--- src/rtl/kmc_pkg.sv ---
// Shared types, key codes and pitch tables for the key to MIDI chord mapper.
package kmc_pkg;

  localparam int NOTES_MAX = 4;

  localparam logic [4:0] KEY_DEG_FIRST   = 5'd10;
  localparam logic [4:0] KEY_OCT_DOWN    = 5'd15;
  localparam logic [4:0] KEY_OCT_UP      = 5'd16;
  localparam logic [4:0] KEY_SCALE_FIRST = 5'd17;
  localparam logic [4:0] KEY_QUAL_FIRST  = 5'd22;
  localparam logic [4:0] KEY_COUNT       = 5'd27;

  localparam logic signed [5:0] OCT_STEP = 6'sd12;
  localparam logic signed [5:0] OCT_MAX  = 6'sd24;
  localparam logic signed [5:0] OCT_MIN  = -6'sd24;

  localparam logic [6:0] VEL_ON  = 7'd127;
  localparam logic [6:0] VEL_OFF = 7'd0;

  localparam logic [2:0] SCALE_NONE = 3'd0;
  localparam logic [2:0] SCALE_MAX  = 3'd5;

  typedef logic [NOTES_MAX-1:0][6:0] note_vec_t;

  typedef struct packed {
    logic [NOTES_MAX-1:0] keep;
    note_vec_t            note;
  } run_t;

  function automatic logic [6:0] single_base(input logic [3:0] idx);
    logic [6:0] b;
    unique case (idx)
      4'd0: b = 7'd48;
      4'd1: b = 7'd50;
      4'd2: b = 7'd52;
      4'd3: b = 7'd53;
      4'd4: b = 7'd55;
      4'd5: b = 7'd57;
      4'd6: b = 7'd59;
      4'd7: b = 7'd60;
      4'd8: b = 7'd62;
      4'd9: b = 7'd64;
      default: b = 7'd48;
    endcase
    return b;
  endfunction

  function automatic logic [6:0] degree_root(input logic [2:0] idx);
    logic [6:0] b;
    unique case (idx)
      3'd0: b = 7'd48;
      3'd1: b = 7'd53;
      3'd2: b = 7'd55;
      3'd3: b = 7'd57;
      3'd4: b = 7'd50;
      default: b = 7'd48;
    endcase
    return b;
  endfunction

  function automatic logic [3:0] interval(input logic [2:0] kind, input logic [1:0] slot);
    logic [3:0] v;
    unique case (slot)
      2'd0: v = 4'd0;
      2'd1: v = (kind == 3'd1) ? 4'd3 : ((kind == 3'd3) ? 4'd5 : 4'd4);
      2'd2: v = 4'd7;
      2'd3: v = (kind == 3'd2) ? 4'd10 : 4'd14;
      default: v = 4'd0;
    endcase
    return v;
  endfunction

  function automatic logic has_fourth(input logic [2:0] kind);
    return (kind == 3'd2) || (kind == 3'd4);
  endfunction

  function automatic logic [11:0] scale_mask(input logic [2:0] sel);
    logic [11:0] m;
    unique case (sel)
      3'd1: m = 12'h AB5;
      3'd2: m = 12'h 5AF;
      3'd3: m = 12'h 529;
      3'd4: m = 12'h C69;
      3'd5: m = 12'h FFF;
      default: m = 12'h FFF;
    endcase
    return m;
  endfunction

  // n mod 12 for n < 128: quotient by reciprocal 43/512
  function automatic logic [3:0] mod12(input logic [6:0] n);
    logic [12:0] prod;
    logic [3:0]  q;
    logic [6:0]  r;
    prod = 13'(n) * 13'd43;
    q    = prod[12:9];
    r    = n - 7'(q) * 7'd12;
    return r[3:0];
  endfunction

endpackage

--- src/rtl/kmc_if.sv ---
// Valid/ready channel interfaces for key events and MIDI note results.
interface kmc_key_if (input logic clk);
  logic       valid;
  logic       ready;
  logic [4:0] key_index;
  logic       pressed;

  modport source (output valid, key_index, pressed, input ready);
  modport sink   (input valid, key_index, pressed, output ready);
endinterface

interface kmc_note_if (input logic clk);
  logic       valid;
  logic       ready;
  logic [6:0] note;
  logic [6:0] velocity;
  logic       last;

  modport source (output valid, note, velocity, last, input ready);
  modport sink   (input valid, note, velocity, last, output ready);
endinterface

--- src/rtl/key_to_midi_chord_mapper_unit.sv ---
// Top level: key events in, MIDI note-on results out, one note per ready cycle.
//
//   channel | modport | payload                  | role
//   key     | sink    | key_index, pressed       | key press or release events
//   midi    | source  | note, velocity, last     | note-on messages, last ends a run
//
// An event is decoded in the cycle it transfers; its 0 to 4 notes sit in a run
// register and leave one per cycle from the next cycle on while midi is ready.
// A new event transfers once the run is empty or its last note is leaving.
// Setting keys produce no notes and transfer back to back.
// Synchronous reset clears settings and the run; midi stalls just hold the run.
module key_to_midi_chord_mapper_unit (
  input logic        clk,
  input logic        rst,
  kmc_key_if.sink    key,
  kmc_note_if.source midi
);
  import kmc_pkg::*;

  logic signed [5:0]    octave_shift;
  logic [2:0]           scale_select;
  logic [2:0]           chord_kind;
  logic [NOTES_MAX-1:0] keep;
  note_vec_t            notes;
  logic [6:0]           vel;

  run_t                 gen_run;
  logic [NOTES_MAX-1:0] pick;
  logic [NOTES_MAX-1:0] rest;
  logic                 in_xfer;
  logic                 out_xfer;

  kmc_note_gen u_gen (
    .key_index    (key.key_index),
    .octave_shift (octave_shift),
    .scale_select (scale_select),
    .chord_kind   (chord_kind),
    .run          (gen_run)
  );

  assign pick = keep & (~keep + NOTES_MAX'(1));
  assign rest = keep & ~pick;

  always_comb begin
    midi.note = notes[0];
    for (int i = NOTES_MAX - 1; i >= 0; i--) begin
      if (pick[i]) begin
        midi.note = notes[i];
      end
    end
  end

  assign midi.valid    = |keep;
  assign midi.velocity = vel;
  assign midi.last     = (rest == '0);
  assign out_xfer      = midi.valid && midi.ready;
  assign key.ready     = (keep == '0) || (out_xfer && midi.last);
  assign in_xfer       = key.valid && key.ready;

  always_ff @(posedge clk) begin
    if (rst) begin
      octave_shift <= '0;
      scale_select <= SCALE_NONE;
      chord_kind   <= '0;
      keep         <= '0;
    end else begin
      if (in_xfer) begin
        keep <= gen_run.keep;
      end else if (out_xfer) begin
        keep <= rest;
      end
      if (in_xfer && key.pressed) begin
        if (key.key_index == KEY_OCT_DOWN) begin
          if (octave_shift > OCT_MIN) octave_shift <= octave_shift - OCT_STEP;
        end else if (key.key_index == KEY_OCT_UP) begin
          if (octave_shift < OCT_MAX) octave_shift <= octave_shift + OCT_STEP;
        end else if (key.key_index >= KEY_SCALE_FIRST && key.key_index < KEY_QUAL_FIRST) begin
          scale_select <= 3'(key.key_index - KEY_SCALE_FIRST) + 3'd1;
        end else if (key.key_index >= KEY_QUAL_FIRST && key.key_index < KEY_COUNT) begin
          chord_kind <= 3'(key.key_index - KEY_QUAL_FIRST);
        end
      end
    end
  end

  always_ff @(posedge clk) begin
    if (in_xfer) begin
      notes <= gen_run.note;
      vel   <= key.pressed ? VEL_ON : VEL_OFF;
    end
  end

endmodule

--- src/rtl/kmc_note_gen.sv ---
// Note set of one key event: pitches after octave offset, filtered by scale.
module kmc_note_gen (
  input  logic [4:0]        key_index,
  input  logic signed [5:0] octave_shift,
  input  logic [2:0]        scale_select,
  input  logic [2:0]        chord_kind,
  output kmc_pkg::run_t     run
);
  import kmc_pkg::*;

  logic [NOTES_MAX-1:0] used;
  note_vec_t            base;
  logic [2:0]           kind;
  logic [2:0]           deg;
  logic [11:0]          mask;
  logic                 filt;
  logic [4:0]           deg_off;

  assign kind    = (chord_kind < 3'd5) ? chord_kind : 3'd0;
  assign deg_off = key_index - KEY_DEG_FIRST;
  assign deg     = deg_off[2:0];
  assign mask    = scale_mask(scale_select);
  assign filt    = (scale_select != SCALE_NONE) && (scale_select <= SCALE_MAX);

  always_comb begin
    used = '0;
    base = '0;
    if (key_index < KEY_DEG_FIRST) begin
      used[0] = 1'b1;
      base[0] = single_base(key_index[3:0]);
    end else if (key_index < KEY_OCT_DOWN) begin
      for (int i = 0; i < NOTES_MAX; i++) begin
        base[i] = degree_root(deg) + 7'(interval(kind, 2'(i)));
      end
      used = {has_fourth(kind), 3'b111};
    end
  end

  always_comb begin
    logic signed [7:0] sum;
    for (int i = 0; i < NOTES_MAX; i++) begin
      sum = $signed({1'b0, base[i]}) + 8'(octave_shift);
      run.note[i] = sum[6:0];
      run.keep[i] = used[i] && (!filt || mask[mod12(sum[6:0])]);
    end
  end

endmodule

--- src/flat_wrapper.sv ---
// flat-port wrapper written by rule: the top's interface ports become plain ports
module key_to_midi_chord_mapper_unit_flat import kmc_pkg::*;
  (clk, rst, key_valid, key_key_index, key_pressed, key_ready, midi_valid, midi_note, midi_velocity, midi_last, midi_ready);
  kmc_key_if key_i (.clk(clk));
  kmc_note_if midi_i (.clk(clk));
  input logic clk;
  input logic rst;
  input wire logic [$bits(key_i.valid)-1:0] key_valid;
  input wire logic [$bits(key_i.key_index)-1:0] key_key_index;
  input wire logic [$bits(key_i.pressed)-1:0] key_pressed;
  output wire logic [$bits(key_i.ready)-1:0] key_ready;
  output wire logic [$bits(midi_i.valid)-1:0] midi_valid;
  output wire logic [$bits(midi_i.note)-1:0] midi_note;
  output wire logic [$bits(midi_i.velocity)-1:0] midi_velocity;
  output wire logic [$bits(midi_i.last)-1:0] midi_last;
  input wire logic [$bits(midi_i.ready)-1:0] midi_ready;
  assign key_i.valid = key_valid;
  assign key_i.key_index = key_key_index;
  assign key_i.pressed = key_pressed;
  assign key_ready = key_i.ready;
  assign midi_valid = midi_i.valid;
  assign midi_note = midi_i.note;
  assign midi_velocity = midi_i.velocity;
  assign midi_last = midi_i.last;
  assign midi_i.ready = midi_ready;
  key_to_midi_chord_mapper_unit u_core (.clk(clk), .rst(rst), .key(key_i), .midi(midi_i));
endmodule
--- config.mk ---
export PLATFORM = sky130hd
export DESIGN_NAME = key_to_midi_chord_mapper_unit_flat
export DESIGN_NICKNAME = d
export VERILOG_FILES = /design/src/rtl/kmc_pkg.sv /design/src/rtl/kmc_if.sv /design/src/rtl/key_to_midi_chord_mapper_unit.sv /design/src/rtl/kmc_note_gen.sv /design/src/flat_wrapper.sv
export SDC_FILE = /design/constraint.sdc
export NUM_CORES = 1
export LEC_CHECK = 0
export CORE_MARGIN = 2
export CORE_UTILIZATION = 40
export DETAILED_ROUTE_END_ITERATION = 6
export DONT_BUFFER_PORTS = 1
export GPL_ROUTABILITY_DRIVEN = 0
export GPL_TIMING_DRIVEN = 1
export PLACE_DENSITY = 0.64
export SETUP_SLACK_MARGIN = 0.3
export SYNTH_ARGS = -nofsm -noshare
export SYNTH_HDL_FRONTEND = slang
export SYNTH_HIERARCHICAL = 1
export SYNTH_SLANG_ARGS = --single-unit
--- constraint.sdc ---
create_clock -name clk -period 7.9 [get_ports clk]
set_input_delay 1.975 -clock clk [delete_from_list [all_inputs] [get_ports clk]]
set_output_delay 1.975 -clock clk [all_outputs]
set_load 0.1 [all_outputs]
==> impl_metrics.env, run 1 <==
export IMPL_status="complete, no violations"
export IMPL_initial_core_util=0.406
export IMPL_n_fill_cell=1597
export IMPL_antenna_found_initial=0
export IMPL_multi_input_area_um2=5990
export IMPL_die_area_um2=18500
export IMPL_fin_skew_ps=6.35
export IMPL_crit_type="input port to flip-flop"
export IMPL_cp_slowest_cell="fa_1"
export IMPL_totalPowerFinal_uw=1440
export IMPL_cts_buffer_depth=2
export IMPL_first_pass_iters=7
export IMPL_grt_pass1_vias=5463
export IMPL_rsz0062_at_grt="true"
export IMPL_path_max_fanout=11
export IMPL_yosysTopAreaCell="ha_1"
export IMPL_p_int_uw=827
export IMPL_cts_tree="yes"
export IMPL_grt_max_degree=24
export IMPL_swShare=0.426
export IMPL_synth_area_leaders="ha_1 26%, edfxtp_1 13%, fa_1 8.9%"
export IMPL_avgSynthCellArea_um2=8.77
export IMPL_post_route_min_period_ps=7730
export IMPL_grt_usage=0.178
export IMPL_worst_skew_pair_late_latency_ps=300
export IMPL_power_density_nw_per_um2=161
export IMPL_start_kind="input port"
export IMPL_vias=5805
export IMPL_pwr_share_seq=0.194
export IMPL_htreeDepth=2
export IMPL_clk_pin_slew_worst_paths_ps=70
export IMPL_setup_viol_count_final=0
export IMPL_cp_data_arrival_time_ps=7960
export IMPL_finalHoldViolCount=0
export IMPL_grt_overflow=0
export IMPL_power_leakage_uw=0.00422
export IMPL_drv_cap=0
export IMPL_peakVddDrop_v=0.000110
export IMPL_async_reset_ff_frac=0
export IMPL_max_freq_mhz=129
export IMPL_ys_flop_type="edfxtp_1"
export IMPL_final_cells=1112
export IMPL_tightest_slew_ps=1180
export IMPL_dr_first_iter_drc_count=186
export IMPL_power_frac_comb=0.634
export IMPL_viasPerCell=5.22
export IMPL_finalMaxSlewViolations=0
export IMPL_synth_top_area_frac=0.255
export IMPL_hold_buffers=0
export IMPL_layout_nets=1069
export IMPL_antenna_cells=0
export IMPL_coreArea_um2=17200
export IMPL_max_stage_delay_ps=530
export IMPL_p_sw_uw=613
export IMPL_syn2layout_area_growth_pct=28.0
export IMPL_grt_pass1_wl_um=26400
export IMPL_clock_root_buffer="clkbuf_16"
export IMPL_num_io_pins=27
export IMPL_routed_wl_um=16800
export IMPL_cp_required_ps=8140
export IMPL_cts_buffers_inserted=5
export IMPL_final_layout_size_suffix_gt1_frac=0.294
export IMPL_ys_types=74
export IMPL_p_clk_frac=0.172
export IMPL_route_detailed_drc=0
export IMPL_dp_hpwl_um=12400
export IMPL_path_common_cell="a21oi_2"
export IMPL_seqCellArea_um2=1150
export IMPL_rows=48
export IMPL_fp_dieW_um=136
export IMPL_wl_per_cell_um=15.1
export IMPL_syn_area_um2=6970
export IMPL_clock_sinks=43
export IMPL_port_buffer_count=0
export IMPL_synth_enable_flop_cells=29
export IMPL_seq_area_frac_synth=0.165
export IMPL_min_path_type="flip-flop to flip-flop"
export IMPL_dp_cells=1071
export IMPL_synth_cells=794
export IMPL_ys_seq_elements=43
export IMPL_end_kind="flip-flop"
export IMPL_synth_most_common_cell="ha_1"
export IMPL_synthTopCellsByCount="142 x ha_1, 131 x inv_1, 47 x a21oi_1, 44 x nor2_1, 42 x xnor2_1"
export IMPL_ant_nets=0
export IMPL_slew_headroom=0.215
export IMPL_die_h_um=136
export IMPL_post_route_period_util=0.978
export IMPL_synth_yosys_warnings=6
## path summary, 6_finish.rpt
check / start / endpoint / slack (ps) / cells after the start
max reg2reg: u_core/chord_kind[0] / u_core/keep[1] / 1650 / 33
min: u_core/chord_kind[0] / u_core/chord_kind[0] / 520 / 2
max: key_key_index[0] / u_core/keep[1] / 170 / 38
min reg2reg: u_core/chord_kind[0] / u_core/chord_kind[0] / 520 / 2
## power by group through the flow
stage          registers [uW]  logic [uW]  clock network [uW]
2_1_floorplan             275         603                   0
3_3_place_gp              284         764                   0
3_5_place_dp              284         778                   0
4_1_cts                   279         808                 250
5_1_grt                   282        1020                 257
6_report                  279         913                 247
## sequential cells by signal, summed over array words and instances, names as in the netlist
| register | cells |
|---|---|
| u_core/midi.velocity | 1 |
| u_core/chord_kind | 3 |
| u_core/scale_select | 3 |
| u_core/keep | 4 |
| u_core/notes | 28 |
| u_core/octave_shift | 4 |
## final cells by class
| type | instances | share of cell area |
|---|---|---|
| Timing Repair Buffer | 97 | 0.0896 |
| Inverter | 135 | 0.0598 |
| Clock buffer | 5 | 0.0140 |
| Clock inverter | 3 | 0.00491 |
| Multi-Input combinational cell | 604 | 0.671 |
| Sequential cell | 43 | 0.129 |
| Tap cell | 225 | 0.0316 |
## through the flow
stage / setup WS, ps / hold slack (ps) / utilization / cell area (um2) / TNS [ps]
3_3_place_gp: -103 / 500 / 0.459 / 7880 / -182
2_1_floorplan: 178 / 453 / - / 7160 / 0
3_5_place_dp: -170 / 509 / 0.459 / 7880 / -473
5_1_grt: -105 / 582 / 0.519 / 8920 / -267
6_report: 174 / 516 / 0.519 / 8920 / 0
4_1_cts: 200 / 524 / 0.481 / 8250 / 0
## critical path, delay by kind of cell
family,cells,cell delay (ps)
AO/OA/AOI/OAI,11,1630
XOR/XNOR,2,400
adder cells (fa/ha/maj),9,2640
buffers and inverters,8,570
multiplexers,1,90
AND/OR/NAND/NOR,7,650
## repair_timing
action | in CTS | in global routing
gates resized for setup | 26 | 94
setup buffers | 11 | 22
endpoints found under the setup margin | 4 | 4
pin swaps | 36 | 107
## cells in the final DEF, fill, tap and decap left out, drive strengths merged, types with 23 or more instances in the layout
cell	Yosys	final
edfxtp	29	29
inv	135	134
nand3	23	23
fa	31	31
buf	7	97
nand2	34	34
a21oi	48	48
o21ai	26	26
nor2	46	46
ha	142	142
xnor2	42	42
## per-layer routing
metal	part of all wire	global-route usage
met1	0.47	0.250
met2	0.48	0.293
met3	0.043	0.0283
met4	0.011	0.0324
met5	0	0
## logic make-up after synthesis
| logic type | Yosys count | share of synthesized area |
|---|---|---|
| XOR/XNOR | 58 | 0.0808 |
| other | 1 | 0.000538 |
| buffers and inverters | 157 | 0.0891 |
| adder cells (fa/ha/maj) | 173 | 0.344 |
| multiplexers | 7 | 0.0108 |
| flip-flops | 43 | 0.165 |
| AO/OA/AOI/OAI | 167 | 0.166 |
| AND/OR/NAND/NOR | 188 | 0.143 |
No activity file was read; power rests on OpenSTA's default activity.
==> inputs of run 2 (changes only) <==
--- a/config.mk
+++ b/config.mk
@@ -12,6 +12,7 @@
 export GPL_ROUTABILITY_DRIVEN = 0
 export GPL_TIMING_DRIVEN = 1
 export PLACE_DENSITY = 0.64
+export RECOVER_POWER = 25
 export SETUP_SLACK_MARGIN = 0.3
 export SYNTH_ARGS = -nofsm -noshare
 export SYNTH_HDL_FRONTEND = slang
==> run 2 against run 1 <==
Compared with the run above: die area unchanged; non-clock buffer count unchanged; critical path depth unchanged; core utilization decreased by 0.10 points; sequential share of layout area about the same; design area decreased by 0.20%; clock-buffer cell count unchanged; flip-flop and latch count unchanged; total power decreased by 0.22%; critical path type unchanged; largest cell class unchanged; largest power group unchanged; highest routed layer unchanged.
==> impl_metrics.env, run 2 (synthesized netlist as in run 1, its figures left out) <==
export IMPL_slew_headroom=0.216
export IMPL_grt_max_degree=24
export IMPL_grt_overflow=0
export IMPL_r2r_end="u_core/keep[1]"
export IMPL_layout_nets=1069
export IMPL_crit_start="key_key_index[0]"
export IMPL_cp_slowest_cell="fa_1"
export IMPL_max_freq_mhz=129
export IMPL_grt_use_met3=0.0283
export IMPL_cp_required_ps=8140
export IMPL_grt_pass1_vias=5463
export IMPL_vias=5791
export IMPL_clock_root_buffer="clkbuf_16"
export IMPL_critPathTopFamily="adder cells"
export IMPL_rsz0062_at_grt="true"
export IMPL_wl_per_cell_um=15.0
export IMPL_multi_input_area_um2=5980
export IMPL_min_path_type="flip-flop to flip-flop"
export IMPL_path_max_fanout=11
export IMPL_end_kind="flip-flop"
export IMPL_ant_nets=0
export IMPL_cp_data_arrival_time_ps=7970
export IMPL_totalPowerFinal_uw=1440
export IMPL_clock_sinks=43
export IMPL_dp_hpwl_um=12400
export IMPL_power_leakage_uw=0.00422
export IMPL_setup_viol_count_final=0
export IMPL_num_io_pins=27
export IMPL_grtUsageMet1=0.250
export IMPL_power_density_nw_per_um2=161
export IMPL_busiest_layer="met2"
export IMPL_crit_type="input port to flip-flop"
export IMPL_peakVddDrop_v=0.000110
export IMPL_reg_top3="u_core/notes (28), u_core/keep (4), u_core/octave_shift (4)"
export IMPL_path_common_cell="a21oi_2"
export IMPL_max_stage_delay_ps=530
export IMPL_grt_pass1_wl_um=26400
export IMPL_cts_buffers_inserted=5
export IMPL_worst_skew_pair_late_latency_ps=300
export IMPL_start_kind="input port"
export IMPL_viasPerCell=5.21
export IMPL_route_detailed_drc=0
export IMPL_layout_common_cells="116 x inv_1, 109 x ha_1, 87 x buf_4"
export IMPL_port_buffer_count=0
export IMPL_seqCellArea_um2=1150
export IMPL_initial_core_util=0.406
export IMPL_fp_dieW_um=136
export IMPL_use_met2=0.293
export IMPL_die_h_um=136
export IMPL_final_common_cell="inv_1"
export IMPL_worstSetupEndpoint="u_core/keep[1]"
export IMPL_syn2layout_area_growth_pct=27.8
export IMPL_routed_wl_um=16700
export IMPL_finalHoldViolCount=0
export IMPL_utilization=0.518
export IMPL_grt_usage=0.178
export IMPL_htreeDepth=2
export IMPL_final_layout_size_suffix_gt1_frac=0.289
export IMPL_tightest_slew_ps=1180
export IMPL_cts_tree="yes"
export IMPL_drv_cap=0
export IMPL_worst_path_stages=38
export IMPL_coreArea_um2=17200
export IMPL_antenna_cells=0
export IMPL_regToRegSetupSlack_ps=1650
export IMPL_die_area_um2=18500
export IMPL_path_buf_inv=8
export IMPL_r2r_start="u_core/chord_kind[0]"
export IMPL_finalMaxSlewViolations=0
export IMPL_largest_register_ffs=28
export IMPL_status="complete, no violations"
export IMPL_first_pass_iters=4
export IMPL_r2r_cells=33
export IMPL_dr_first_iter_drc_count=196
export IMPL_hold_buffers=0
export IMPL_n_fill_cell=1602
export IMPL_top_register="u_core/notes"
export IMPL_antenna_found_initial=0
export IMPL_post_route_period_util=0.979
export IMPL_rows=48
export IMPL_cts_buffer_depth=2
export IMPL_fin_skew_ps=6.20
export IMPL_post_route_min_period_ps=7730
export IMPL_clk_pin_slew_worst_paths_ps=70
## run 2: cell count changes in the layout (fill, tap and decap cells not counted)
| cell | before | now |
|---|---|---|
| nor3_1 | 10 | 11 |
| nor2_1 | 39 | 40 |
| nor3_2 | 3 | 2 |
| clkbuf_1 | 0 | 2 |
| nor2_2 | 7 | 6 |
| a21boi_1 | 1 | 0 |
| a21boi_0 | 1 | 2 |
| ha_1 | 108 | 109 |
| ha_2 | 16 | 15 |
| buf_4 | 89 | 87 |
## run 2: timing repair
action                     in CTS  in global routing
setup endpoints to repair       4                  4
setup buffers                  11                 22
pin swaps                      36                107
resized for setup              26                 94
## run 2: routing by layer
layer	vias up	routed length [um]
li1	2918	-
met1	2761	7910
met2	95	7990
met3	17	633
met4	0	187
met5	-	0
## run 2: how the worst min path moves through the flow
stage	end	slack [ps]	depth (start not counted)	startpoint
after floorplan	u_core/scale_select[2]	450	2	u_core/scale_select[2]
final	u_core/chord_kind[0]	520	2	u_core/chord_kind[0]
after global placement	u_core/chord_kind[0]	500	2	u_core/chord_kind[0]
after CTS	u_core/chord_kind[0]	520	2	u_core/chord_kind[0]
after global routing	u_core/chord_kind[0]	580	2	u_core/chord_kind[0]
after detailed placement	u_core/chord_kind[0]	510	2	u_core/chord_kind[0]
## run 2: report_power, final
group | total (uW) | internal [uW] | switching (uW)
clock network | 247 | 149 | 97.6
registers | 279 | 262 | 16.9
logic | 910 | 413 | 496
total | 1440 | 825 | 611
## run 2: cell type report
class                   count  share of cell area
well taps                 225              0.0316
clock buffers               5              0.0141
clock inverters             3             0.00492
repair buffers             97              0.0890
flip-flops and latches     43               0.129
inverters                 135              0.0599
multi-input cells         604               0.671
## run 2: per-stage QoR
step           cells  worst slack (ps)  instance area, um2  setup TNS [ps]  hold WS [ps]
2_1_floorplan    804               178                7160               0           453
3_3_place_gp    1071              -103                7880            -182           500
3_5_place_dp    1071              -170                7880            -473           509
4_1_cts         1090               200                8250               0           524
5_1_grt         1112              -105                8900            -285           582
6_report        1112               169                8900               0           518
## run 2: tightest hold or removal path: stages, from the launching register on
cell,delay (ps)
dfxtp_1,340
nand2b_1,80
mux2i_1,60
==> inputs of run 3 (changes only) <==
--- a/config.mk
+++ b/config.mk
@@ -5,6 +5,7 @@
 export SDC_FILE = /design/constraint.sdc
 export NUM_CORES = 1
 export LEC_CHECK = 0
+export CORE_ASPECT_RATIO = 1.25
 export CORE_MARGIN = 2
 export CORE_UTILIZATION = 40
 export DETAILED_ROUTE_END_ITERATION = 6
==> run 3 against run 2 <==
Compared with the run above: non-clock buffer count shrank 6; combinational power shrank 4.0%; via count shrank 1.0%; largest cell class unchanged.
==> impl_metrics.env, run 3 (synthesized netlist as in run 1, its figures left out) <==
export IMPL_status="complete, no violations"
export IMPL_power_leakage_uw=0.00419
export IMPL_num_io_pins=27
export IMPL_cts_tree="yes"
export IMPL_grt_usage=0.173
export IMPL_vias=5732
export IMPL_antenna_cells=0
export IMPL_cts_buffers_inserted=5
export IMPL_syn2layout_area_growth_pct=22.9
export IMPL_setup_viol_count_final=0
export IMPL_cts_buffer_depth=2
export IMPL_dp_hpwl_um=12500
export IMPL_n_fill_cell=1592
export IMPL_tightest_slew_ps=1180
export IMPL_grt_pass1_vias=5579
export IMPL_hold_buffers=0
export IMPL_crit_type="input port to flip-flop"
export IMPL_clk_pin_slew_worst_paths_ps=80
export IMPL_min_path_type="flip-flop to flip-flop"
export IMPL_path_max_fanout=18
export IMPL_grt_overflow=0
export IMPL_ant_nets=0
export IMPL_largest_register_ffs=28
export IMPL_totalPowerFinal_uw=1380
export IMPL_slew_headroom=0.213
export IMPL_drv_cap=0
export IMPL_viasPerCell=5.21
export IMPL_route_detailed_drc=0
export IMPL_grt_pass1_wl_um=25800
export IMPL_end_kind="flip-flop"
export IMPL_rsz0062_at_grt="true"
export IMPL_final_layout_size_suffix_gt1_frac=0.242
export IMPL_wl_per_cell_um=14.4
export IMPL_start_kind="input port"
export IMPL_first_pass_iters=5
export IMPL_htreeDepth=2
export IMPL_grt_max_degree=30
export IMPL_clock_sinks=43
export IMPL_max_freq_mhz=128
export IMPL_cp_slowest_cell="fa_1"
export IMPL_power_density_nw_per_um2=161
export IMPL_finalHoldViolCount=0
export IMPL_cp_required_ps=8130
export IMPL_worst_skew_pair_late_latency_ps=300
export IMPL_reg_top3="u_core/notes (28), u_core/keep (4), u_core/octave_shift (4)"
export IMPL_port_buffer_count=0
export IMPL_antenna_found_initial=0
export IMPL_dr_first_iter_drc_count=306
export IMPL_layout_common_cells="122 x ha_1, 119 x inv_1, 86 x buf_4"
export IMPL_post_route_period_util=0.991
export IMPL_finalMaxSlewViolations=0
export IMPL_clock_root_buffer="clkbuf_16"
export IMPL_postPlaceCellArea_um2=7980
export IMPL_layout_nets=1063
export IMPL_coreArea_um2=16900
export IMPL_max_stage_delay_ps=530
export IMPL_final_cell_area_um2=8560
export IMPL_whs_ps=512
export IMPL_die_area_um2=18500
export IMPL_post_route_min_period_ps=7830
export IMPL_routed_wl_um=15800
export IMPL_die_h_um=152
export IMPL_top_register="u_core/notes"
export IMPL_cp_data_arrival_time_ps=8060
export IMPL_rows=53
export IMPL_final_common_cell="ha_1"
export IMPL_peakVddDrop_v=0.0000696
export IMPL_initial_core_util=0.412
export IMPL_fin_skew_ps=14.5
export IMPL_fp_dieW_um=122
run 3: cell types whose count changed in the layout (fill, tap and decap cells not counted), sizes merged:
cell,before,now
inv,134,136
clkinv,2,1
bufinv,1,0
clkbuf,7,5
buf,95,91
run 3: report_power, final:
part | total (uW) | internal, uW | switching [uW]
sequential | 278 | 262 | 16.1
clock | 223 | 120 | 102
combinational | 874 | 399 | 475
run 3: metrics by stage:
stage | setup TNS [ps] | utilization | instances | setup WS (ps)
after floorplan | 0 | - | 804 | 178
after global placement | -124 | 0.472 | 1079 | -49.9
after detailed placement | -370 | 0.472 | 1079 | -202
after CTS | 0 | 0.487 | 1090 | 180
after global routing | -429 | 0.506 | 1101 | -224
final | 0 | 0.506 | 1101 | 70.3
run 3: routing by layer:
metal	vias up	GRT usage	wire (um)
li1	2919	-	-
met1	2722	0.224	7270
met2	83	0.313	7950
met3	8	0.0228	529
met4	0	0.0247	86
met5	-	0	0
run 3: what timing repair did:
action | 4_1_cts | 5_1_grt
endpoints found under the hold margin | 0 | 0
pin swaps | 11 | 53
setup endpoints to repair | 3 | 4
gates resized for setup | 15 | 58
setup buffers | 3 | 11
run 3: critical path, delay by kind of cell:
family | cells | cell delay [ps]
adders and majority gates | 9 | 2670
xor gates and xnor gates | 7 | 1340
AOI/OAI and AO/OA | 8 | 1160
and+or+nand+nor | 5 | 410
buffers and inverters | 6 | 360
muxes | 1 | 130
run 3: worst paths after layout:
| path | end | start | slack (ps) | depth (start not counted) |
|---|---|---|---|---|
| worst max register to register | u_core/keep[1] | u_core/chord_kind[0] | 1650 | 32 |
| worst min-delay path | u_core/chord_kind[0] | u_core/chord_kind[0] | 510 | 2 |
| worst min register to register | u_core/chord_kind[0] | u_core/chord_kind[0] | 510 | 2 |
| worst max-delay path | u_core/keep[1] | key_key_index[2] | 70 | 36 |
run 3: cell type report:
type	count	area, um2	area share
well taps	220	275	0.0321
clock buffers	5	125	0.0146
multi-input cells	604	5720	0.668
flip-flops and latches	43	1150	0.134
repair buffers	91	738	0.0862
clock inverters	3	26.3	0.00307
inverters	135	531	0.0620
